## config.mk

```make
export PLATFORM = sky130hd
export DESIGN_NAME = spi_register_frame_crc8
export DESIGN_NICKNAME = d
export VERILOG_FILES = /design/src/srfc_pkg.sv /design/src/srfc_front.sv /design/src/srfc_queue.sv /design/src/srfc_back.sv /design/src/spi_register_frame_crc8.sv
export SDC_FILE = /design/constraint.sdc
export NUM_CORES = 1
export LEC_CHECK = 0
export BUFFER_PORTS_ARGS = -buffer_cell sky130_fd_sc_hd__buf_2
export CELL_PAD_IN_SITES_DETAIL_PLACEMENT = 1
export CELL_PAD_IN_SITES_GLOBAL_PLACEMENT = 2
export CORE_MARGIN = 2
export CORE_UTILIZATION = 45
export DETAILED_ROUTE_END_ITERATION = 8
export GPL_TIMING_DRIVEN = 1
export PLACE_DENSITY_LB_ADDON = 0.12
export RECOVER_POWER = 100
export SLEW_MARGIN = 30
export SYNTH_ARGS = -nofsm -noshare
export SYNTH_HDL_FRONTEND = slang
export SYNTH_SLANG_ARGS = --single-unit
```

## constraint.sdc

```tcl
create_clock -name clock -period 9.95 [get_ports clock]
set_input_delay 1.99 -clock clock [delete_from_list [all_inputs] [get_ports clock]]
set_output_delay 1.99 -clock clock [all_outputs]
set_load 0.03 [all_outputs]
```

## src/srfc_pkg.sv

```systemverilog
// shared types, codes and the crc-8 step for the spi register frame block
// no dependencies
package srfc_pkg;

   localparam logic [4:0] MAX_BURST = 5'd16;

   // operation codes
   localparam logic [1:0] OP_WRITE_START = 2'd0;
   localparam logic [1:0] OP_WRITE_WORD  = 2'd1;
   localparam logic [1:0] OP_READ_REQ    = 2'd2;
   localparam logic [1:0] OP_RX_BYTE     = 2'd3;

   // result kinds
   localparam logic [1:0] KIND_TX   = 2'd0;
   localparam logic [1:0] KIND_ACK  = 2'd1;
   localparam logic [1:0] KIND_WORD = 2'd2;
   localparam logic [1:0] KIND_ERR  = 2'd3;

   // job kinds in the queue
   localparam logic [1:0] JOB_ERR  = 2'd0;
   localparam logic [1:0] JOB_HDR  = 2'd1;
   localparam logic [1:0] JOB_WORD = 2'd2;
   localparam logic [1:0] JOB_READ = 2'd3;

   localparam logic [7:0] CRC_POLY = 8'h8C;
   localparam logic [7:0] ACK_DATA = 8'hFF;

   typedef struct packed {
      logic [1:0]  operation;
      logic [4:0]  device_address;
      logic [4:0]  register_address;
      logic [4:0]  word_count;
      logic [15:0] data_word;
      logic [7:0]  rx_byte;
   } req_payload_type;

   typedef struct packed {
      logic [7:0]  out_byte;
      logic [1:0]  out_kind;
      logic [15:0] read_word;
      logic        crc_ok;
      logic        last;
   } rsp_payload_type;

   typedef struct packed {
      logic [1:0]  kind;
      logic [7:0]  byte0;
      logic [7:0]  byte1;
      logic [7:0]  byte2;
      logic        with_ack;
      logic [15:0] word;
      logic        ok;
   } job_type;

   // dallas/maxim crc-8 step, seed and result complemented
   function automatic logic [7:0] crc_byte(input logic [7:0] seed, input logic [7:0] data);
      logic [7:0] c;
      c = ~seed ^ data;
      for (int k = 0; k < 8; k++) begin
         c = c[0] ? ((c >> 1) ^ CRC_POLY) : (c >> 1);
      end
      return ~c;
   endfunction

endpackage

```

## src/srfc_front.sv

```systemverilog
// front part: accepts transactions, tracks access state and crc, builds jobs
// depends on srfc_pkg
module srfc_front (
   input  logic                      clock,
   input  logic                      reset,
   input  logic                      req_valid,
   output logic                      req_stall,
   input  srfc_pkg::req_payload_type req_payload,
   input  logic                      queue_full,
   output logic                      push_valid,
   output srfc_pkg::job_type         push_job
);

   localparam logic [1:0] MODE_IDLE  = 2'd0;
   localparam logic [1:0] MODE_WRITE = 2'd1;
   localparam logic [1:0] MODE_READ  = 2'd2;

   localparam logic [1:0] RXP_HIGH = 2'd0;
   localparam logic [1:0] RXP_LOW  = 2'd1;
   localparam logic [1:0] RXP_CRC  = 2'd2;

   logic [7:0] crc_ff, crc_in;
   logic [4:0] words_left_ff, words_left_in;
   logic [1:0] mode_ff, mode_in;
   logic [1:0] rx_pos_ff, rx_pos_in;
   logic [7:0] rx_high_ff, rx_high_in;
   logic [7:0] rx_low_ff, rx_low_in;
   logic [7:0] rx_calc_ff, rx_calc_in;

   logic       accept;
   logic       is_write;
   logic       bad_count;
   logic [7:0] hdr0, hdr1, hdr2;
   logic [7:0] word_hi, word_lo, word_crc;

   assign req_stall = queue_full;
   assign accept    = req_valid && !queue_full;

   assign is_write  = (req_payload.operation == srfc_pkg::OP_WRITE_START);
   assign bad_count = (req_payload.word_count == 5'd0) ||
                      (req_payload.word_count > srfc_pkg::MAX_BURST);

   always_comb begin
      if (req_payload.word_count == 5'd1) begin
         hdr0 = is_write ? 8'hB0 : 8'h30;
      end else begin
         hdr0 = (is_write ? 8'hF0 : 8'h70) | {4'd0, req_payload.word_count[3:0]};
      end
      hdr1 = {6'd0, req_payload.device_address[4:3]};
      hdr2 = {req_payload.device_address[2:0], req_payload.register_address};
   end

   assign word_hi  = req_payload.data_word[15:8];
   assign word_lo  = req_payload.data_word[7:0];
   assign word_crc = srfc_pkg::crc_byte(srfc_pkg::crc_byte(crc_ff, word_hi), word_lo);

   always_comb begin
      crc_in        = crc_ff;
      words_left_in = words_left_ff;
      mode_in       = mode_ff;
      rx_pos_in     = rx_pos_ff;
      rx_high_in    = rx_high_ff;
      rx_low_in     = rx_low_ff;
      rx_calc_in    = rx_calc_ff;
      push_valid    = 1'b0;
      push_job      = '0;
      push_job.kind = srfc_pkg::JOB_ERR;
      if (accept) begin
         unique case (req_payload.operation)
            srfc_pkg::OP_WRITE_START, srfc_pkg::OP_READ_REQ: begin
               push_valid = 1'b1;
               rx_pos_in  = RXP_HIGH;
               if (bad_count) begin
                  mode_in       = MODE_IDLE;
                  words_left_in = 5'd0;
               end else begin
                  push_job.kind  = srfc_pkg::JOB_HDR;
                  push_job.byte0 = hdr0;
                  push_job.byte1 = hdr1;
                  push_job.byte2 = hdr2;
                  crc_in = srfc_pkg::crc_byte(
                              srfc_pkg::crc_byte(srfc_pkg::crc_byte(8'd0, hdr0), hdr1), hdr2);
                  words_left_in = req_payload.word_count;
                  mode_in       = is_write ? MODE_WRITE : MODE_READ;
               end
            end
            srfc_pkg::OP_WRITE_WORD: begin
               push_valid = 1'b1;
               if (mode_ff == MODE_WRITE && words_left_ff != 5'd0) begin
                  push_job.kind     = srfc_pkg::JOB_WORD;
                  push_job.byte0    = word_hi;
                  push_job.byte1    = word_lo;
                  push_job.byte2    = word_crc;
                  push_job.with_ack = (words_left_ff == 5'd1);
                  crc_in            = word_crc;
                  words_left_in     = words_left_ff - 5'd1;
                  if (words_left_ff == 5'd1) begin
                     mode_in = MODE_IDLE;
                  end
               end
            end
            srfc_pkg::OP_RX_BYTE: begin
               if (mode_ff != MODE_READ || words_left_ff == 5'd0) begin
                  push_valid = 1'b1;
               end else begin
                  priority case (rx_pos_ff)
                     RXP_HIGH: begin
                        rx_high_in = req_payload.rx_byte;
                        rx_calc_in = srfc_pkg::crc_byte(crc_ff, req_payload.rx_byte);
                        rx_pos_in  = RXP_LOW;
                     end
                     RXP_LOW: begin
                        rx_low_in  = req_payload.rx_byte;
                        rx_calc_in = srfc_pkg::crc_byte(rx_calc_ff, req_payload.rx_byte);
                        rx_pos_in  = RXP_CRC;
                     end
                     default: begin
                        push_valid    = 1'b1;
                        push_job.kind = srfc_pkg::JOB_READ;
                        push_job.word = {rx_high_ff, rx_low_ff};
                        push_job.ok   = (req_payload.rx_byte == rx_calc_ff);
                        crc_in        = req_payload.rx_byte;
                        rx_pos_in     = RXP_HIGH;
                        words_left_in = words_left_ff - 5'd1;
                        if (words_left_ff == 5'd1) begin
                           mode_in = MODE_IDLE;
                        end
                     end
                  endcase
               end
            end
         endcase
      end
   end

   always_ff @(posedge clock) begin
      if (reset) begin
         crc_ff        <= 8'd0;
         words_left_ff <= 5'd0;
         mode_ff       <= MODE_IDLE;
         rx_pos_ff     <= RXP_HIGH;
      end else begin
         crc_ff        <= crc_in;
         words_left_ff <= words_left_in;
         mode_ff       <= mode_in;
         rx_pos_ff     <= rx_pos_in;
      end
   end

   always_ff @(posedge clock) begin
      rx_high_ff <= rx_high_in;
      rx_low_ff  <= rx_low_in;
      rx_calc_ff <= rx_calc_in;
   end

endmodule

```

## src/srfc_queue.sv

```systemverilog
// two-entry job queue between the front and back parts
// depends on srfc_pkg
module srfc_queue (
   input  logic              clock,
   input  logic              reset,
   input  logic              push_valid,
   input  srfc_pkg::job_type push_job,
   input  logic              pop,
   output logic              full,
   output logic              not_empty,
   output srfc_pkg::job_type head_job
);

   srfc_pkg::job_type entry_ff [2];
   logic       wr_ptr_ff, wr_ptr_in;
   logic       rd_ptr_ff, rd_ptr_in;
   logic [1:0] count_ff, count_in;
   logic       do_push, do_pop;

   assign full      = (count_ff == 2'd2);
   assign not_empty = (count_ff != 2'd0);
   assign head_job  = entry_ff[rd_ptr_ff];
   assign do_push   = push_valid && !full;
   assign do_pop    = pop && not_empty;

   always_comb begin
      wr_ptr_in = do_push ? ~wr_ptr_ff : wr_ptr_ff;
      rd_ptr_in = do_pop ? ~rd_ptr_ff : rd_ptr_ff;
      count_in  = count_ff + {1'b0, do_push} - {1'b0, do_pop};
   end

   always_ff @(posedge clock) begin
      if (reset) begin
         wr_ptr_ff <= 1'b0;
         rd_ptr_ff <= 1'b0;
         count_ff  <= 2'd0;
      end else begin
         wr_ptr_ff <= wr_ptr_in;
         rd_ptr_ff <= rd_ptr_in;
         count_ff  <= count_in;
      end
   end

   always_ff @(posedge clock) begin
      if (do_push) begin
         entry_ff[wr_ptr_ff] <= push_job;
      end
   end

endmodule

```

## src/srfc_back.sv

```systemverilog
// back part: takes jobs from the queue and sends their results one by one
// depends on srfc_pkg
module srfc_back (
   input  logic                      clock,
   input  logic                      reset,
   input  logic                      queue_not_empty,
   input  srfc_pkg::job_type         head_job,
   output logic                      pop,
   output logic                      rsp_valid,
   input  logic                      rsp_stall,
   output srfc_pkg::rsp_payload_type rsp_payload
);

   srfc_pkg::job_type job_ff, job_in;
   logic [7:0] ack_ff, ack_in;
   logic [1:0] pos_ff, pos_in;
   logic       busy_ff, busy_in;
   logic       final_result;

   always_comb begin
      unique case (job_ff.kind)
         srfc_pkg::JOB_HDR:  final_result = (pos_ff == 2'd2);
         srfc_pkg::JOB_WORD: final_result = job_ff.with_ack ? (pos_ff == 2'd3)
                                                            : (pos_ff == 2'd2);
         default:            final_result = 1'b1;
      endcase
   end

   always_comb begin
      pop     = 1'b0;
      job_in  = job_ff;
      ack_in  = ack_ff;
      pos_in  = pos_ff;
      busy_in = busy_ff;
      if (!busy_ff || (!rsp_stall && final_result)) begin
         pop     = queue_not_empty;
         busy_in = queue_not_empty;
         job_in  = head_job;
         ack_in  = srfc_pkg::crc_byte(head_job.byte2, srfc_pkg::ACK_DATA);
         pos_in  = 2'd0;
      end else if (!rsp_stall) begin
         pos_in = pos_ff + 2'd1;
      end
   end

   always_ff @(posedge clock) begin
      if (reset) begin
         busy_ff <= 1'b0;
         pos_ff  <= 2'd0;
      end else begin
         busy_ff <= busy_in;
         pos_ff  <= pos_in;
      end
   end

   always_ff @(posedge clock) begin
      job_ff <= job_in;
      ack_ff <= ack_in;
   end

   assign rsp_valid = busy_ff;

   always_comb begin
      rsp_payload      = '0;
      rsp_payload.last = final_result;
      unique case (job_ff.kind)
         srfc_pkg::JOB_ERR: begin
            rsp_payload.out_kind = srfc_pkg::KIND_ERR;
         end
         srfc_pkg::JOB_READ: begin
            rsp_payload.out_kind  = srfc_pkg::KIND_WORD;
            rsp_payload.read_word = job_ff.word;
            rsp_payload.crc_ok    = job_ff.ok;
         end
         default: begin
            rsp_payload.out_kind = srfc_pkg::KIND_TX;
            unique case (pos_ff)
               2'd0: rsp_payload.out_byte = job_ff.byte0;
               2'd1: rsp_payload.out_byte = job_ff.byte1;
               2'd2: rsp_payload.out_byte = job_ff.byte2;
               default: begin
                  rsp_payload.out_byte = ack_ff;
                  rsp_payload.out_kind = srfc_pkg::KIND_ACK;
               end
            endcase
         end
      endcase
   end

endmodule

```

## src/spi_register_frame_crc8.sv

```systemverilog
// top level of the spi register frame builder and checker with crc-8
// depends on srfc_pkg, srfc_front, srfc_queue, srfc_back
//
// usage
//  - req channel: one transaction per item (write start, write word, read
//    request, received byte); taken when req_valid is high and req_stall low
//  - rsp channel: transmit bytes, expected acknowledge, read words and
//    sequence errors; last marks the final result of an
//    input item; received bytes one and two of a triplet give no result
//  - the front part updates the access state and crc in the cycle it takes
//    an item, so items can arrive back to back
//  - the back part sends one result per cycle from a registered job while
//    rsp_stall is low; with the back part idle an item's job passes through
//    the queue entry and then the back part's job register before its first
//    result is offered; earlier queued results and rsp_stall push it further out
//  - results per job: the back part's single result port carries three
//    results for a header or data word, four for the final write word and
//    one for a read word or error
//  - a two-entry job queue parts the two sides; req_stall rises when it is
//    full, which happens while rsp_stall or long jobs hold results back
//  - rsp payload holds steady while stalled
//  - reset (synchronous) clears access state, queue and output stage
module spi_register_frame_crc8 (
   input  logic                      clock,
   input  logic                      reset,
   input  logic                      req_valid,
   output logic                      req_stall,
   input  srfc_pkg::req_payload_type req_payload,
   output logic                      rsp_valid,
   input  logic                      rsp_stall,
   output srfc_pkg::rsp_payload_type rsp_payload
);

   // front to queue
   logic              push_valid;
   srfc_pkg::job_type push_job;
   logic              queue_full;

   // queue to back
   logic              queue_not_empty;
   srfc_pkg::job_type head_job;
   logic              pop;

   // classification, state and crc tracking
   srfc_front u_front (
      .clock       (clock),
      .reset       (reset),
      .req_valid   (req_valid),
      .req_stall   (req_stall),
      .req_payload (req_payload),
      .queue_full  (queue_full),
      .push_valid  (push_valid),
      .push_job    (push_job)
   );

   // jobs waiting for the result port
   srfc_queue u_queue (
      .clock      (clock),
      .reset      (reset),
      .push_valid (push_valid),
      .push_job   (push_job),
      .pop        (pop),
      .full       (queue_full),
      .not_empty  (queue_not_empty),
      .head_job   (head_job)
   );

   // result serialiser and output stage
   srfc_back u_back (
      .clock           (clock),
      .reset           (reset),
      .queue_not_empty (queue_not_empty),
      .head_job        (head_job),
      .pop             (pop),
      .rsp_valid       (rsp_valid),
      .rsp_stall       (rsp_stall),
      .rsp_payload     (rsp_payload)
   );

endmodule

```

==> Word level (Yosys, flattened, before mapping) <==
Memory sizes are Yosys's and may differ from the RTL's. A register that Yosys moved wholly into a read port is not among the register bits.
Index checks and enable logic that the tools add are counted.
{ "totals": {"output_inout_bits": 30, "word_cells": 284, "ram_bits": 88, "ff_bits": 100, "n_memories": 1, "inputBits": 45} }
{ "mem_list": {"columns": ["memory", "depth", "width", "read_ports", "rd_clocked_by_memory_dff", "write_ports", "line", "source"], "rows": [
  ["u_queue.entry_ff", 2, 44, 1, 1, 1, "srfc_queue.sv:14", "srfc_pkg::job_type entry_ff [2];"]
]} }
{ "op_classes": {"n_eq_ne": 20, "add_sub_neg": 4, "bitwise_logic": 90, "n_lt_le_gt_ge": 1, "mux": 115, "n_reduce_logical": 33} }
{ "op_table": {"columns": ["operator", "count"], "rows": [
  ["$mux 8", 72],
  ["$not 2->3", 64],
  ["$not 8->8", 16],
  ["$mux 17", 4],
  ["$pmux 24 s2", 1],
  ["$pmux 8 s3", 2],
  ["$mux 44", 1],
  ["$xor 8x8->8", 5],
  ["$mux 27", 1],
  ["$mux 25", 1],
  ["$mux 5", 4],
  ["$mux 2", 9],
  ["$pmux 8 s2", 1],
  ["$reduce_and 4->1", 4],
  ["$pmux 5 s3", 1],
  ["$eq 2x2->1 const B", 7],
  ["$pmux 2 s2", 3],
  ["$pmux 2 s3", 2],
  ["$mux 1", 11],
  ["$eq 2x1->1 const B", 5],
  ["$eq 5x1->1 const B", 2],
  ["$logic_not 5->1", 2],
  ["$eq 8x8->1", 1],
  ["$logic_not 2->1", 4],
  ["20 further kinds", 40]
]} }

==> Depth between registers and ports, before layout <==
Gate-level depths: netlist of run 1.
{ "logic_depth": {"ltp_word": 62, "depth_mapped": 13, "depth_no_buf": 13} }

==> By module <==
A second synthesis of run 1 with hierarchy kept.
{ "hier_totals": {"cells_unflattened": 707, "hier_area_um2": 9226.3} }
{ "modules_own_cells": {"columns": ["mod", "cells_per_inst", "n_inst", "seq_area_each_um2", "area_each_um2"], "rows": [
  ["srfc_front", 384, 1, 1061.0, 3464.6],
  ["srfc_queue", 164, 1, 2742.6, 3409.5],
  ["srfc_back", 159, 1, 1621.6, 2352.3]
]} }

==> Least setup slack after synthesis of run 1 <==
Ideal clock, no wire load.
{ "synth_timing": {"path_type": "input port to flip-flop", "startpoint": "in req_payload[39] in the netlist's numbering", "endpoint": "mem u_queue.entry_ff[0][0] in the netlist's numbering (enable)", "setup_ns": 0.500, "t_arrival_ns": 5.385, "path_buffers": 1, "setup_slack_ns": 4.065, "path_stages": 4, "t_required_ns": 9.450, "path_cell_list": "clkbuf_1 nand3_1 nor2_1 nor3_1"} }
{ "synth_via": {"elab_chain_len": 7, "word_cells_on_any_way": 10, "classes_between": "eq/ne: 3; mux: 4; reduce/logical: 3"} }
{ "synth_rtl": {"columns": ["element", "line", "source"], "rows": [
  ["start, declared", "spi_register_frame_crc8.sv:28", "input srfc_pkg::req_payload_type req_payload,"],
  ["$eq 2x2->1, or another cell as far along", "srfc_front.sv:69", "unique case (req_payload.operation)"],
  ["$reduce_or 3->1 (no source line)", null, null],
  ["$pmux 1 s2 (*)", "srfc_front.sv:69", null],
  ["$mux 1 (*)", "srfc_front.sv:68", "if (accept) begin"],
  ["$logic_and 1x1->1 (*)", "srfc_queue.sv:23", "assign do_push = push_valid && !full;"],
  ["$mux 1 (*)", "srfc_queue.sv:45", "if (do_push) begin"],
  ["$mux 1 (implied by the code) (*)", "srfc_queue.sv:46", "entry_ff[wr_ptr_ff] <= push_job;"],
  ["end, declared", "srfc_queue.sv:14", null]
]} }
Every way passes the cells marked *; elsewhere a longest branch is shown, timed or not.

==> Worst setup path after layout of run 1 <==
{ "layout_timing": {"startpoint": "in req_payload[39] in the netlist's numbering", "endpoint": "mem u_queue.entry_ff[1][35] in the netlist's numbering (enable)"} }
{ "layout_via": {"elab_chain_len": 7, "word_cells_on_any_way": 10, "classes_between": "eq/ne: 3; mux: 4; reduce/logical: 3"} }
{ "layout_rtl": {"columns": ["element", "line", "source"], "rows": [
  ["$eq 2x2->1, or another cell as far along", "srfc_front.sv:69", null],
  ["$reduce_or 3->1 (no source line)", null, null],
  ["$pmux 1 s2 (*)", "srfc_front.sv:69", null],
  ["$mux 1 (*)", "srfc_front.sv:68", null],
  ["$logic_and 1x1->1 (*)", "srfc_queue.sv:23", null],
  ["net u_queue.do_push", "srfc_queue.sv:18", "logic do_push, do_pop;"],
  ["$mux 1 (*)", "srfc_queue.sv:45", null],
  ["$mux 1 (implied by the code) (*)", "srfc_queue.sv:46", null]
]} }
The timed path passes the listed nets; every way through them passes the cells marked *.

==> impl_results.md, run 1 <==
- Fillers: 2074
- Largest voltage drop on the vdd net: 0.1370 mV
- Placed cell count: 1024
- Cell at the root of the clock tree: sky130_fd_sc_hd__clkbuf_16
- Remaining max-slew budget at the tightest pin: -1.051
- Clock edge transition at the registers on the reported setup and hold paths: 0.07 ns
- Detailed-route vias per instance: 5.374
- Final max-slew violation count: 192
- Least-Margin Pin Slew: 3.075 ns
- Core Rows: 52
- Per-instance average area after synthesis: 12.95 um2
- Via count of the first global-routing pass: 5952
- # H-tree levels: 4
- P_leak: 3.635 nW
- Worst R2R End: u_queue.count_ff[1]$_SDFF_PP0_
- Predominant post-synthesis flop cell: sky130_fd_sc_hd__edfxtp_1
- Origin of the critical flop-to-flop path: u_back.pos_ff[0]$_SDFFE_PP0N_
- Largest fanout on the critical path: 44
- Library cells used by synthesis: 57
- Number of placed I/O pins: 75
- Number of maximum-capacitance violations: 4
- Nets: 831
- Req. time, crit path: 9.93 ns
- Clock buffer count from CTS: 17
- Buffer count from post-CTS setup fixing: 0
- Clock Sinks: 189
- DRC violations left: 0
- Endpoint of the worst hold-timing path: u_front.words_left_ff[1]$_SDFFE_PP0P_
- Type of the tightest min-delay check: reg2reg
- Die Outline Area: 21510 um2
- PortBufs: 74
- Starting density of the core: 0.4556
- Most common library cell in the layout ignoring fill and taps: sky130_fd_sc_hd__edfxtp_1
- Final Routed Wirelength: 21.51 mm
- Top metal layer carrying routed signals: met4
- Met3 wire length: 792 um
- Ant diodes: 0
- Post-layout total power: 0.002807 W
- Kind of end point of the critical path: flip-flop
- R2R Setup Slk: 5.05 ns
- Detailed placer's ending HPWL: 15.56 mm
- Detailed-route wire length per cell: 20.37 um
- Finished Layout Cells: 1056
- Number of nets with antenna violations after routing: 0
- Portion of the post-synthesis area used by sequential elements: 0.5923
- Routed metal-1 wire length: 9.704 mm
- Post-synthesis cell area: 9159 um2
- Final setup vio count: 0
- Violations in the final reports: capacitance limit, slew limit
- All-Layer GR Usage: 0.2081
- Period Utilization, post-route: 0.5473
- Highest clock rate: 0.1836 GHz
- Depth of the worst register-to-register path: 12
- Detailed-router iteration count before antenna repair: 5
- TritonCTS clock tree: yes
- Post-cts repair resize count: 0
- Ys Warns: 0
- Die H: 146.7 um
- Area occupied by multi-input gates: 3502 um2
- Via count: 5675
- Wire length of the first global-routing pass: 33.95 mm
- Number of hold-repair buffers added at the cts stage: 0
- FF/Latch Area: 5425 um2
- Startpoint Class: input pin
- Maximum number of pins on one net before global-route repair: 57
- Nets in the synthesized netlist: 765
- Clock latency of the later-clocked register in the worst-skew pair: 0.44 ns
- Critical Path AT: 5.42 ns
- Weighted congestion reported at the end of routability-driven placement: 0.9288
- Die extent in x: 146.7 um
- Setup skew after layout: 0.01054 ns
- Shortest period the worst path allows: 5.446 ns
- Clock buffer depth: 2
- Core Box Area: 20100 um2
- Number of hold-slack violations in the final timing report: 0
- Share of synthesized flip-flops with an asynchronous set or reset: 0
- Initial antenna violation count: 0
- Run status: finished, violations left
- Flip-flop and latch count after synthesis: 189
- Areal power density over the cells: 272.8 nW/um2
- Commonest non-fill, non-tap cells in the layout: sky130_fd_sc_hd__edfxtp_1 (164), sky130_fd_sc_hd__xnor2_1 (95), sky130_fd_sc_hd__nor2_1 (63)
- Area Growth Syn to Fin: 12.35%
- Number of synthesized flops with an enable pin: 164
- Category of the critical setup timing path: in2reg
- Total global routing overflow: 0
- First-iteration detailed-routing DRC count: 338
- Cell depth of the worst hold path: 2
- Synthesized netlist cell count: 707
- Unrepaired setup endpoints after global routing: no
- Fraction of layout cells with a size suffix above 1: 0.1349
- Total Neg Setup Slack: 0 ns
- Met2 Wirelength: 10.55 mm
- Hold_sp: u_front.words_left_ff[1]$_SDFFE_PP0P_
==> stage by stage <==
stage | hold slack [ns] | setup WS [ns] | instance area (um2) | util
detailed placement | 0.5213 | 5.592 | 9799 | 0.4874
floorplan | 0.4706 | 4.065 | 9159 | -
finish | 0.5324 | 4.504 | 10290 | 0.5118
global placement | 0.4953 | 5.671 | 9798 | 0.4874
CTS | 0.5314 | 5.760 | 10370 | 0.5160
global route | 0.5503 | 4.158 | 10290 | 0.5118
==> cell usage after synthesis (8+ instances only) <==
master / instances / share of area
sky130_fd_sc_hd__edfxtp_1: 164 / 0.54
sky130_fd_sc_hd__xnor2_1: 95 / 0.091
sky130_fd_sc_hd__nor2_1: 63 / 0.026
sky130_fd_sc_hd__and2_1: 41 / 0.028
sky130_fd_sc_hd__mux2_2: 40 / 0.049
sky130_fd_sc_hd__xor2_1: 31 / 0.030
sky130_fd_sc_hd__a21oi_1: 29 / 0.016
sky130_fd_sc_hd__clkbuf_1: 27 / 0.011
sky130_fd_sc_hd__dfxtp_1: 25 / 0.055
sky130_fd_sc_hd__inv_1: 22 / 0.0090
sky130_fd_sc_hd__nand2_1: 20 / 0.0082
sky130_fd_sc_hd__o21ai_0: 14 / 0.0077
sky130_fd_sc_hd__ha_1: 13 / 0.018
sky130_fd_sc_hd__a22oi_1: 10 / 0.0082
sky130_fd_sc_hd__mux2i_1: 10 / 0.011
sky130_fd_sc_hd__nor2b_1: 9 / 0.0061
sky130_fd_sc_hd__nor3_1: 9 / 0.0049
sky130_fd_sc_hd__a222oi_1: 8 / 0.0087
==> final cells by class <==
type / instances / share of cell area
inverters: 24 / 0.008755
multi-input cells: 459 / 0.3403
clock buffers: 17 / 0.04134
well taps: 270 / 0.03283
flip-flops and latches: 189 / 0.5272
repair buffers: 82 / 0.03502
clock inverters: 15 / 0.01447
==> cells by family after synthesis <==
| group | count (synthesis) | share of synthesized area |
|---|---|---|
| AOI/OAI and AO/OA | 90 | 0.06776 |
| and+or+nand+nor | 172 | 0.09481 |
| xor gates and xnor gates | 134 | 0.1406 |
| adders and majority gates | 13 | 0.01776 |
| DFF | 189 | 0.5923 |
| buffers and inverters | 59 | 0.02664 |
| muxes | 50 | 0.06011 |
==> critical path, cell delays in order <==
cell                       delay (ns)
sky130_fd_sc_hd__clkbuf_1        0.47
sky130_fd_sc_hd__nand3_1         0.34
sky130_fd_sc_hd__nor2_1          0.10
sky130_fd_sc_hd__nor2_1          0.22
sky130_fd_sc_hd__and2_0          2.28
==> routing by layer <==
| layer | vias to the layer above | track usage |
|---|---|---|
| met5 | - | 0 |
| met3 | 36 | 0.03406 |
| met4 | 0 | 0.07184 |
| met2 | 138 | 0.3415 |
| met1 | 2843 | 0.2823 |
| li1 | 2658 | - |
==> report_power, final <==
part           internal, W  switching (W)  leakage (nW)
clock             0.000334       0.000324         0.283
combinational     0.000362       0.000597          1.55
sequential         0.00112      0.0000657          1.80
==> worst max path at each step <==
stage | start | slack (ns) | endpoint | cells after the start
2_1_floorplan | req_payload[39] | 4.06 | u_queue.entry_ff[0][0]$_DFFE_PP_ | 4
3_3_place_gp | req_payload[25] | 5.67 | u_front.crc_ff[1]$_SDFFE_PP0P_ | 8
3_5_place_dp | req_payload[25] | 5.59 | u_front.crc_ff[7]$_SDFFE_PP0P_ | 9
4_1_cts | u_back.pos_ff[0]$_SDFFE_PP0N_ | 5.76 | rsp_payload[20] | 7
5_1_grt | req_payload[39] | 4.16 | u_queue.entry_ff[1][35]$_DFFE_PP_ | 5
6_report | req_payload[39] | 4.50 | u_queue.entry_ff[1][35]$_DFFE_PP_ | 5
==> state kept, by name, summed over array words and instances, names as in the netlist, named ones only <==
| name | cells |
|---|---|
| u_queue.entry_ff | 88 |
| u_back.job_ff | 44 |
| u_back.ack_ff | 8 |
| u_front.crc_ff | 8 |
| u_front.rx_calc_ff | 8 |
| u_front.rx_high_ff | 8 |
| u_front.rx_low_ff | 8 |
| u_front.words_left_ff | 5 |
| u_back.pos_ff | 2 |
| u_front.mode_ff | 2 |
| u_front.rx_pos_ff | 2 |
| u_queue.count_ff | 2 |
| u_back.rsp_valid | 1 |
| u_queue.rd_ptr_ff | 1 |
| u_queue.wr_ptr_ff | 1 |
(Power assumes the default switching activity.)
==> inputs of run 2 (changes only) <==
CORE_UTILIZATION = 38   (was 45)
clock period = 4.4 ns   (was 9.95 ns; I/O delays follow)
==> run 2 against run 1 <==
  * The flow now finishes without violations
  * Wire length increased by 1.3%
  * Worst hold slack got worse by 0.0093 ns
  * Utilization shrank 7.1 points
  * Register-to-register slack worse by 3.9 ns
  * Critical path depth increased by 1
  * Sequential share of layout area shrank 0.39 points
  * Clock skew up 0.0048 ns
  * Design area is 0.75% higher
==> impl_results.md, run 2 (synthesis gave the netlist of run 1 again) <==
- Met2 Wirelength: 10.55 mm
- Period Utilization, post-route: 0.8051
- Final max-slew violation count: 0
- Fraction of layout cells with a size suffix above 1: 0.1383
- Critical Path AT: 3.81 ns
- Largest voltage drop on the vdd net: 0.2751 mV
- Post-layout total power: 0.006300 W
- Routed metal-1 wire length: 10.03 mm
- Category of the critical setup timing path: in2reg
- Via count of the first global-routing pass: 5818
- Clock Sinks: 189
- Total global routing overflow: 0
- Number of hold-repair buffers added at the cts stage: 0
- Top metal layer carrying routed signals: met4
- Via count: 5524
- Detailed placer's ending HPWL: 15.98 mm
- Areal power density over the cells: 607.7 nW/um2
- Highest clock rate: 0.2823 GHz
- # H-tree levels: 4
- Clock edge transition at the registers on the reported setup and hold paths: 0.07 ns
- DRC violations left: 0
- Placement-stage worst setup slack: 1.139 ns
- Req. time, crit path: 4.67 ns
- Startpoint Class: input pin
- Initial antenna violation count: 0
- All-Layer GR Usage: 0.1739
- Final Routed Wirelength: 21.78 mm
- Maximum number of pins on one net before global-route repair: 56
- Clock buffer depth: 2
- Most common library cell in the layout ignoring fill and taps: sky130_fd_sc_hd__edfxtp_1
- Number of placed I/O pins: 75
- P_leak: 3.653 nW
- Remaining max-slew budget at the tightest pin: 0.01413
- Buffer count from post-CTS setup fixing: 0
- Shortest period the worst path allows: 3.542 ns
- Unrepaired setup endpoints after global routing: no
- Final setup margin: 0.8578 ns
- Number of maximum-capacitance violations: 0
- Met3 wire length: 797 um
- Commonest non-fill, non-tap cells in the layout: sky130_fd_sc_hd__edfxtp_1 (164), sky130_fd_sc_hd__xnor2_1 (95), sky130_fd_sc_hd__nor2_1 (63)
- Run status: finished, final reports clean
- Nets: 834
- Clock latency of the later-clocked register in the worst-skew pair: 0.43 ns
- Clock buffer count from CTS: 17
- Total Neg Setup Slack: 0 ns
- Kind of end point of the critical path: flip-flop
- Detailed-route wire length per cell: 19.67 um
- Area Growth Syn to Fin: 13.20%
- Post-cts repair resize count: 0
- Die H: 159.3 um
- Number of nets with antenna violations after routing: 0
- CP peak stage delay: 0.90 ns
- Type of the tightest min-delay check: reg2reg
- Ant diodes: 0
- Starting density of the core: 0.3890
- Ordered list of cells on the worst path: clkbuf_1 > inv_1 > nor4_1 > buf_4 > nor2b_1 > a32o_1
- Final setup vio count: 0
- Least-Margin Pin Slew: 1.477 ns
- Wire length of the first global-routing pass: 33.62 mm
- Number of flip-flops under the largest register name: 88
- Largest Register: u_queue.entry_ff
- Post-route worst hold slack: 0.5231 ns
- Cell at the root of the clock tree: sky130_fd_sc_hd__clkbuf_16
- TritonCTS clock tree: yes
- Number of hold-slack violations in the final timing report: 0
- Core Box Area: 23540 um2
- First-iteration detailed-routing DRC count: 253
- Die Outline Area: 25360 um2
- Die extent in x: 159.3 um
- Detailed-router iteration count before antenna repair: 5
- Detailed-route vias per instance: 4.990
- Top Registers: u_queue.entry_ff (88), u_back.job_ff (44)
- PortBufs: 74
- Setup skew after layout: 0.01531 ns
- Weighted congestion reported at the end of routability-driven placement: 0.8266
- Largest fanout on the critical path: 29
- CP max stage cell: sky130_fd_sc_hd__clkbuf_1
- Core Rows: 56
==> run 2: changes by cell type in the layout (fill, tap and decap cells not counted), moves of 2 or more <==
cell,delta
sky130_fd_sc_hd__clkinv_1,-2
sky130_fd_sc_hd__clkbuf_2,+3
sky130_fd_sc_hd__mux2_1,+2
sky130_fd_sc_hd__clkinv_4,-2
sky130_fd_sc_hd__mux2_2,-2
==> run 2: cell type report <==
| cell class | instances | area, um2 |
|---|---|---|
| inverter | 24 | 90.09 |
| clock buffer | 17 | 425.4 |
| fill | 2535 | 13180 |
| timing repair buffer | 85 | 379.1 |
| tap | 319 | 399.1 |
| multi-input combinational | 459 | 3503 |
| sequential | 189 | 5425 |
| clock inverter | 14 | 145.1 |
==> run 2: metal layers <==
metal	track usage	up-vias
li1	-	2664
met1	0.2323	2724
met2	0.2909	111
met3	0.02787	25
met4	0.05579	0
met5	0	-
==> run 2: power by group <==
group / switching [W] / internal [W] / leakage (nW) / total, W
Combinational: 0.00129 / 0.000805 / 1.57 / 0.00209
Clock: 0.000734 / 0.000756 / 0.280 / 0.00149
Sequential: 0.000193 / 0.00252 / 1.80 / 0.00272
Total: 0.00222 / 0.00409 / 3.65 / 0.00630
==> run 2: critical path: cells and delay by family <==
kind / cells / cell delay [ns]
AO/OA/AOI/OAI: 1 / 0.27
buffers and inverters: 3 / 1.68
AND/OR/NAND/NOR: 2 / 0.97
==> run 2: path summary, 6_finish.rpt <==
path,startpoint,end,slack (ns),cells after the start
setup reg to reg,u_front.words_left_ff[0]$_SDFFE_PP0P_,u_queue.entry_ff[1][32]$_DFFE_PP_,1.10,9
hold / removal,u_front.words_left_ff[4]$_SDFFE_PP0P_,u_front.words_left_ff[4]$_SDFFE_PP0P_,0.52,2
setup / recovery,req_payload[39],u_queue.entry_ff[1][18]$_DFFE_PP_,0.86,6
hold reg to reg,u_front.words_left_ff[4]$_SDFFE_PP0P_,u_front.words_left_ff[4]$_SDFFE_PP0P_,0.52,2
==> run 2: through the flow <==
step / utilization / instance area [um2] / cells
6_report: 0.4404 / 10370 / 1107
3_5_place_dp: 0.4200 / 9888 / 1076
4_1_cts: 0.4443 / 10460 / 1107
2_1_floorplan: - / 9168 / 707
5_1_grt: 0.4404 / 10370 / 1107
3_3_place_gp: 0.4200 / 9888 / 1076
==> inputs of run 3 (changes only) <==
CORE_UTILIZATION = 42   (was 38)
clock period = 3.6 ns   (was 4.4 ns; I/O delays follow)
==> run 3 against run 2 <==
  * Utilization grew 3.9 points
  * Non-clock buffer count is 3 higher
  * Clock skew is 0.0060 ns lower
  * Power up 23%
  * Global-route usage up 2.3 points
  * Sequential cell count stayed put
  * Clock-buffer cell count did not move
  * Design area about the same
  * Via count rose by 0.16%
  * Sequential share of layout area is essentially flat
  * Clock power up 28%
  * Final cell count shrank 3.3%
  * Critical path type is now reg2reg
  * Critical endpoint is now u_queue.entry_ff[1][35]$_DFFE_PP_
  * Largest power group unchanged
  * Highest routed layer unchanged
==> impl_results.md, run 3 (synthesis gave the netlist of run 1 again) <==
- Commonest non-fill, non-tap cells in the layout: sky130_fd_sc_hd__edfxtp_1 (164), sky130_fd_sc_hd__xnor2_1 (95), sky130_fd_sc_hd__nor2_1 (63)
- Critical Path AT: 3.15 ns
- Area Growth Syn to Fin: 13.16%
- Top Registers: u_queue.entry_ff (88), u_back.job_ff (44)
- R2R Setup Slk: 0.52 ns
- Final core utilization: 0.4793
- Areal power density over the cells: 750.7 nW/um2
- Hold_sp: u_queue.rd_ptr_ff$_SDFFE_PP0P_
- Number of hold-slack violations in the final timing report: 0
- Clock buffer count from CTS: 17
- First-iteration detailed-routing DRC count: 255
- Final setup margin: 0.5160 ns
- Via count of the first global-routing pass: 5816
- Startpoint Class: flip-flop
- Placed inst area: 9874 um2
- # H-tree levels: 4
- Most common library cell in the layout ignoring fill and taps: sky130_fd_sc_hd__edfxtp_1
- Origin of the critical flop-to-flop path: u_front.words_left_ff[0]$_SDFFE_PP0P_
- Detailed placer's ending HPWL: 15.57 mm
- Buffer count from post-CTS setup fixing: 0
- Largest Register: u_queue.entry_ff
- Clock latency of the later-clocked register in the worst-skew pair: 0.44 ns
- Starting density of the core: 0.4236
- Weighted congestion reported at the end of routability-driven placement: 0.8711
- Clock Sinks: 189
- Type of the tightest min-delay check: reg2reg
- Least-Margin Pin Slew: 1.322 ns
- Category of the critical setup timing path: reg2reg
- Placement-stage worst setup slack: 0.4925 ns
- Number of flip-flops under the largest register name: 88
- All-Layer GR Usage: 0.1972
- Total global routing overflow: 0
- DRC violations left: 0
- P_leak: 3.676 nW
- Number of maximum-capacitance violations: 0
- Final Routed Wirelength: 21.45 mm
- PortBufs: 74
- Depth of the worst register-to-register path: 9
- Core Box Area: 21620 um2
- Final setup vio count: 0
- Unrepaired setup endpoints after global routing: no
- Detailed-route vias per instance: 5.166
- Worst R2R End: u_queue.entry_ff[1][35]$_DFFE_PP_
- Detailed-route wire length per cell: 20.03 um
- Total Neg Setup Slack: 0 ns
- CP startpoint: u_front.words_left_ff[0]$_SDFFE_PP0P_
- Cell at the root of the clock tree: sky130_fd_sc_hd__clkbuf_16
- Req. time, crit path: 3.67 ns
- Shortest period the worst path allows: 3.084 ns
- Fillers: 2279
- Die extent in x: 151.7 um
- FF/Latch Area: 5425 um2
- Nets: 837
- Clock edge transition at the registers on the reported setup and hold paths: 0.07 ns
- Wire length of the first global-routing pass: 33.44 mm
- Remaining max-slew budget at the tightest pin: 0.1185
- Core Rows: 54
- Fraction of layout cells with a size suffix above 1: 0.1429
- Post-cts repair resize count: 0
- Die Outline Area: 23000 um2
- Detailed-router iteration count before antenna repair: 8
- Number of placed I/O pins: 75
- TritonCTS clock tree: yes
- Largest voltage drop on the vdd net: 0.3736 mV
- Post-layout total power: 0.007780 W
- Via count: 5533
- Clock buffer depth: 2
- Run status: finished, final reports clean
- Ant diodes: 0
- Number of nets with antenna violations after routing: 0
- Post-route standard cell area excluding fillers: 10360 um2
- Maximum number of pins on one net before global-route repair: 56
- Number of hold-repair buffers added at the cts stage: 0
- Highest clock rate: 0.3243 GHz
- Kind of end point of the critical path: flip-flop
- Initial antenna violation count: 0
- Largest fanout on the critical path: 44
- Area occupied by multi-input gates: 3493 um2
- Period Utilization, post-route: 0.8567
- Setup skew after layout: 0.009282 ns
- Die H: 151.7 um
- Final max-slew violation count: 0
- Capture point of the critical path: u_queue.entry_ff[1][35]$_DFFE_PP_
[run 3: changes by cell type in the layout (fill, tap and decap cells not counted), sizes merged]
cell,before,now
clkinv,5,6
inv,32,30
buf,39,43
bufinv,0,2
clkbuf,63,62
clkinvlp,1,0
[run 3: stage by stage]
stage / hold slack, ns / instances
2_1_floorplan: 0.4706 / 707
3_3_place_gp: 0.4948 / 1040
3_5_place_dp: 0.5095 / 1040
4_1_cts: 0.5329 / 1071
5_1_grt: 0.5571 / 1071
6_report: 0.5294 / 1071
[run 3: cell type report]
cell class	count	area share
multi-input cells	459	0.3371
well taps	280	0.03380
inverters	24	0.008692
clock inverters	14	0.01714
flip-flops and latches	189	0.5235
repair buffers	88	0.03875
clock buffers	17	0.04105
[run 3: how the worst min path moves through the flow]
stage	to	slack [ns]	depth (start not counted)
final	u_queue.rd_ptr_ff$_SDFFE_PP0P_	0.53	2
after CTS	u_queue.rd_ptr_ff$_SDFFE_PP0P_	0.53	2
after detailed placement	u_queue.rd_ptr_ff$_SDFFE_PP0P_	0.51	2
after global routing	u_queue.rd_ptr_ff$_SDFFE_PP0P_	0.56	2
after floorplan	u_front.words_left_ff[4]$_SDFFE_PP0P_	0.47	2
after global placement	flip-flop	0.49	2
[run 3: power breakdown]
| group | switching [W] | internal [W] | total (W) |
|---|---|---|---|
| Sequential | 0.000222 | 0.00308 | 0.00330 |
| Combinational | 0.00158 | 0.000987 | 0.00256 |
| Clock | 0.000866 | 0.00105 | 0.00191 |
[run 3: metal layers]
metal	global-route usage	vias up	wire, um
met4	0.06991	0	376
met2	0.3207	120	10360
li1	-	2675	-
met3	0.04192	26	730
met5	0	-	0
met1	0.2619	2712	9984
[run 3: critical path, cell delays in order (launching register included)]
cell and delay, ns:
sky130_fd_sc_hd__dfxtp_1 0.34, sky130_fd_sc_hd__inv_1 0.08, sky130_fd_sc_hd__ha_1 0.21, sky130_fd_sc_hd__nor4b_1 0.56, sky130_fd_sc_hd__nor3b_1 0.18, sky130_fd_sc_hd__nand3_1 0.17, sky130_fd_sc_hd__nor2_1 0.10, sky130_fd_sc_hd__nor2_1 0.30
sky130_fd_sc_hd__and2_2 0.21, sky130_fd_sc_hd__clkbuf_4 0.55
